## config.mk

```make
export PLATFORM = sky130hd
export DESIGN_NAME = vma_mean_sat
export DESIGN_NICKNAME = d
export VERILOG_FILES = /design/src/rtl/core/vma_pkg.sv /design/src/rtl/core/vma_mean_sat.sv
export SDC_FILE = /design/constraint.sdc
export NUM_CORES = 1
export LEC_CHECK = 0
export ABC_AREA = 1
export BUFFER_PORTS_ARGS = -buffer_cell sky130_fd_sc_hd__buf_4
export CAP_MARGIN = 20
export CORE_ASPECT_RATIO = 1.4
export CORE_MARGIN = 5
export CORE_UTILIZATION = 50
export DETAILED_ROUTE_END_ITERATION = 6
export GPL_TIMING_DRIVEN = 1
export MAX_ROUTING_LAYER = met4
export PLACE_DENSITY = 0.67
export SLEW_MARGIN = 20
export SYNTH_ARGS = -nofsm -noshare
export SYNTH_HDL_FRONTEND = slang
export SYNTH_SLANG_ARGS = --single-unit
```

## constraint.sdc

```tcl
create_clock -name clock -period 6.5 [get_ports clock]
set_input_delay 0 -clock clock [delete_from_list [all_inputs] [get_ports clock]]
set_output_delay 0 -clock clock [all_outputs]
set_load 0.02 [all_outputs]
```

## src/rtl/core/vma_pkg.sv

```systemverilog
// Shared types and constants for the vector moving average block.
// Used by vector_moving_average and vma_mean_sat; depends on nothing.
package vma_pkg;

   localparam int NUM_FIELDS = 4;
   localparam int SAMPLE_W   = 16;
   localparam int SUM_W      = 24;
   localparam int LEN_REG_W  = 7;
   localparam int RECIP_W    = 17;
   localparam int FRAC_W     = 16;
   localparam int KIND_W     = 2;
   localparam int CSR_IDX_W  = 1;
   localparam int CSR_DATA_W = 17;

   localparam int WINDOW_MAX_DEFAULT = 64;
   localparam int LANES_DEFAULT      = 4;

   localparam logic [LEN_REG_W-1:0] WINDOW_LEN_RESET = LEN_REG_W'(8);
   localparam logic [RECIP_W-1:0]   RECIP_RESET      = RECIP_W'(8192);

   localparam int MEAN_MAX = 2 ** (SAMPLE_W - 1) - 1;
   localparam int MEAN_MIN = -(2 ** (SAMPLE_W - 1));

   // Item kinds.
   localparam logic [KIND_W-1:0] KIND_STEP    = 2'd0;
   localparam logic [KIND_W-1:0] KIND_FILL    = 2'd1;
   localparam logic [KIND_W-1:0] KIND_CORRECT = 2'd2;

   // Configuration register indexes.
   localparam logic [CSR_IDX_W-1:0] CSR_WINDOW_LEN = 1'd0;
   localparam logic [CSR_IDX_W-1:0] CSR_RECIP      = 1'd1;

   typedef struct packed {
      logic [KIND_W-1:0]          kind;
      logic signed [SAMPLE_W-1:0] lane0_sample;
      logic signed [SAMPLE_W-1:0] lane1_sample;
      logic signed [SAMPLE_W-1:0] lane2_sample;
      logic signed [SAMPLE_W-1:0] lane3_sample;
   } req_type;

   typedef struct packed {
      logic signed [SAMPLE_W-1:0] lane0_mean;
      logic signed [SAMPLE_W-1:0] lane1_mean;
      logic signed [SAMPLE_W-1:0] lane2_mean;
      logic signed [SAMPLE_W-1:0] lane3_mean;
   } rsp_type;

endpackage

```

## src/rtl/core/vma_mean_sat.sv

```systemverilog
// One lane of the mean output: registered sum times reciprocal, then
// floor shift and saturation to the sample width. Depends on vma_pkg.
module vma_mean_sat (
   input  logic                          clock,
   input  logic [vma_pkg::SUM_W-1:0]     sum,
   input  logic [vma_pkg::RECIP_W-1:0]   recip,
   output logic [vma_pkg::SAMPLE_W-1:0]  mean
);
   import vma_pkg::*;

   localparam int PROD_W = SUM_W + RECIP_W + 1;
   localparam int Q_W    = PROD_W - FRAC_W;
   localparam logic signed [Q_W-1:0] Q_MAX = Q_W'(MEAN_MAX);
   localparam logic signed [Q_W-1:0] Q_MIN = Q_W'(MEAN_MIN);

   logic signed [PROD_W-1:0] product_ff;
   logic signed [PROD_W-1:0] product_in;
   logic signed [Q_W-1:0]    quotient;

   assign product_in = $signed(sum) * $signed({1'b0, recip});

   always_ff @(posedge clock) begin
      product_ff <= product_in;
   end

   // Dropping the fraction bits of a two's complement value rounds toward
   // minus infinity.
   assign quotient = $signed(product_ff[PROD_W-1:FRAC_W]);

   always_comb begin
      priority if (quotient > Q_MAX) begin
         mean = Q_MAX[SAMPLE_W-1:0];
      end else if (quotient < Q_MIN) begin
         mean = Q_MIN[SAMPLE_W-1:0];
      end else begin
         mean = quotient[SAMPLE_W-1:0];
      end
   end

endmodule

```

# Word-level counts from Yosys, hierarchy flattened
# Cells that the tools add are included.
# Widths: inputs -> output; s select.
# word_totals
regBits	42
input_bits	42
# classes
mul	1
magnitude_cmp	2
n_mux	2
# ops
op	count
$mul 24x18->42	1
$mux 16	2
$gt 26x16->1 const B	1
$lt 26x16->1 const B	1

# Logic depth before layout (Yosys ltp)
# depth
word_depth	3
mapped_depth	27
ltp_nobuf	26

# Worst setup path after synthesis
# OpenSTA, ideal clock, no wires.
# synth_timing
path_kind	input-to-reg
start	input sum[23] in the netlist's numbering
end	register product_ff[41]
setup_ns	0.114
arrival_ns	5.223
path_slack_ns	1.163
stages	20
path_buffers	2
cell_sequence	clkbuf_1 clkbuf_1 nand2_1 fa_1 fa_1 inv_1 fa_1 inv_1 fa_1 fa_1 fa_1 inv_1 ha_1 inv_1 nor3_1 nand2_1 nor2_1 nand3_1 nand4_1 nand2_1
# synth_via
elab_chain_cells	1
# synth_lines
item	line	source
start, declared	vma_mean_sat.sv:5	input logic [vma_pkg::SUM_W-1:0] sum,
$mul 24x18->42	vma_mean_sat.sv:20	assign product_in = $signed(sum) * $signed({1'b0, recip});
net product_in[41]	vma_mean_sat.sv:17	logic signed [PROD_W-1:0] product_in;
end signal, assigned	vma_mean_sat.sv:23	product_ff <= product_in;
end, declared	vma_mean_sat.sv:16	logic signed [PROD_W-1:0] product_ff;
# The timed path passes the listed nets, and every way through them passes these cells.

# Worst setup path in the final report
# layout_timing
start	input recip[3] in the netlist's numbering
end	register product_ff[41]
# layout_via
elab_chain_cells	1
# layout_lines
item	line	source
start, declared	vma_mean_sat.sv:6	input logic [vma_pkg::RECIP_W-1:0] recip,
$mul 24x18->42	vma_mean_sat.sv:20	
net product_in[41]	vma_mean_sat.sv:17	
# The timed path passes the listed nets, and every way through them passes these cells.

==> flow_summary.toml <==
[floorplanning]
die_h_um = 224
start_util_pct = 50.7
core-area_sq_um = 32400
rows = 78
die-area_sq_um = 36600
boundaryPins = 58
die_x_um = 163

[yosys]
synth_edf_count = 0
synth_cell_types = 32
synthArstFlopShare_pct = 0
yosysSeqAreaShare_pct = 3.17
yosysTopAreaCell = "fa_1"
netlist_top_cells_area = "fa_1 (49%), inv_1 (17%), nand2_1 (14%)"
netlist_instances = 2187
syn-num-nets = 2727
ys_seq_elements = 26
ys_warn_count = 0
synth_common_cells = "inv_1 (736), nand2_1 (600), fa_1 (399)"
synthFlopType = "dfxtp_1"
netlist_area_sq_um = 16400
yosysMostFrequentCell = "inv_1"
synth_top_area_share_pct = 48.7
syn_area_per_cell_sq_um = 7.51

[routing]
firstDrtPassIters = 6
via_per_inst = 4.94
drc = 0
drt_iter0_drc = 632
vias = 12900
ant_nets = 0
routedWlPerCell_um = 15.7
drt-total-wl_mm = 41.0

[grt]
grt_pass1_vias = 14600
grtUsageMet3_pct = 1.47
grt_max_degree = 25
grt_antenna_before_repair = 0
grt_pass1_wl_mm = 70.2
grt_overflow = 0
gr-max-usage-layer = "met2"
use_met1_pct = 24.7
globalRouteTotalUtil_pct = 24.6
met2_usage_pct = 47.9

[finish]
n_fill_cell = 3230
top_register = "product_ff"
reg_top3 = "product_ff x26"
drive_gt1_share_pct = 3.74
final_nets = 2705
stdcell_count = 2604
diodes = 0
syn_to_final_growth_pct = 4.66
seqCellArea_sq_um = 520
final_area_sq_um = 17200
multi_input_area_sq_um = 12800
largest_reg_flops = 26

[job]
maxCapViolCount = 0

[sta]
tightestPinTransition_ps = 940
period_minus_slack_ps = 5370
setup_violations = 0
slew_headroom_pct = 37.0
layout_worst_path_cycle_share_pct = 82.6
worst_hold_slack_ps = 788
max_freq_mhz = 186
final-hold-violation-count = 0
slew_violations = 0
setup_tns_ps = 0
rsz0062_at_grt = "false"

[setup_path]
cp_data_arrival_time_ps = 5530
worst_setup_path_end_kind = "flip-flop"
worst_path_most_repeated_cell = "fa_1"
critical_path_class = "primary input to flip-flop"
crit_family = "adder cells"
path_cells = "buf_4 -> nand2_1 -> fa_1 -> fa_1 -> inv_1 -> fa_1 -> inv_1 -> fa_1 -> fa_1 -> fa_1 -> inv_1 -> ha_1 -> inv_1 -> nor3_1 -> nand2_1 -> nor2_1 -> nand3_1 -> nand4_1 -> nand2_1"
crit_required_ps = 6660
crit_buf_inv = 5
max_stage_delay_ps = 660
cp_num_cells = 19
startpoint_type = "primary input"
critPathSlowestCell = "fa_1"
worstPathMaxFanout = 24

[clock_network]
clock_path_buffers = 2
cts_sinks = 26
cts_tree = "yes"
cts_resized = 0
postCtsSetupBuffers = 0
cts_buffers = 3
clk_pin_slew_ps = 70
h-tree-depth = 1
hold_buffers = 0
clock-root-buffer = "clkbuf_16"

[placed_design]
place_area_sq_um = 17100
dp_cells = 2600
hpwlAfterDp_mm = 36.0
io_buffers = 57
gp_congestion = 0.932

[hold_path]
holdPathStages = 1
min-delay-path-class = "flip-flop to output pin"

[status]
status = "complete, no violations"
cell type report:
class	instances	share of cell area (%)
flip-flops and latches	26	3.03
inverters	736	16.1
clock buffers	3	0.437
repair buffers	57	2.49
multi-input cells	1341	74.6
well taps	440	3.20
clock inverters	1	0.175
per-stage QoR:
stage	util, %	setup WS [ps]
after floorplan	-	1160
after global placement	52.7	957
after detailed placement	52.7	874
after CTS	53.0	1140
after global routing	53.0	843
final	53.0	1130
cell families (layout without fill, tap and decap cells):
logic type,after synthesis,count (layout),share of synthesized area (%)
AOI/OAI and AO/OA,92,92,3.13
xor gates and xnor gates,25,25,1.33
adders and majority gates,498,498,56.2
buffers and inverters,820,797,18.8
DFF,26,26,3.17
and+or+nand+nor,726,726,17.4
per-layer routing:
layer  vias up  wire length (um)
li1       5968                 -
met1      6404             14000
met2       334             23300
met3       147              1110
met4         0              2510
met5         -                 0
layout by cell type (no fill, tap or decap), types with 4 or more instances in the layout:
cell type	synthesis	routed
ha_1	99	99
xor2_1	17	17
a21oi_1	46	46
o21bai_1	5	5
nor4_1	4	4
nand2_2	9	9
or2_2	4	4
o21ai_0	24	24
nor2_1	69	69
nand4_1	9	9
inv_1	736	736
dfxtp_1	26	26
xnor2_1	8	8
fa_1	399	399
a21o_1	5	5
nand3_1	21	21
buf_4	0	57
nand2_1	600	600
worst paths after layout:
kind	start	end	slack [ps]
worst max-delay path	recip[3]	product_ff[41]$_DFF_P_	1130
worst min-delay path	product_ff[41]$_DFF_P_	mean[15]	790
Power is left out: the tool's default activity adds up to more than one toggle a clock period on the data nets, which glitch-free logic cannot reach.
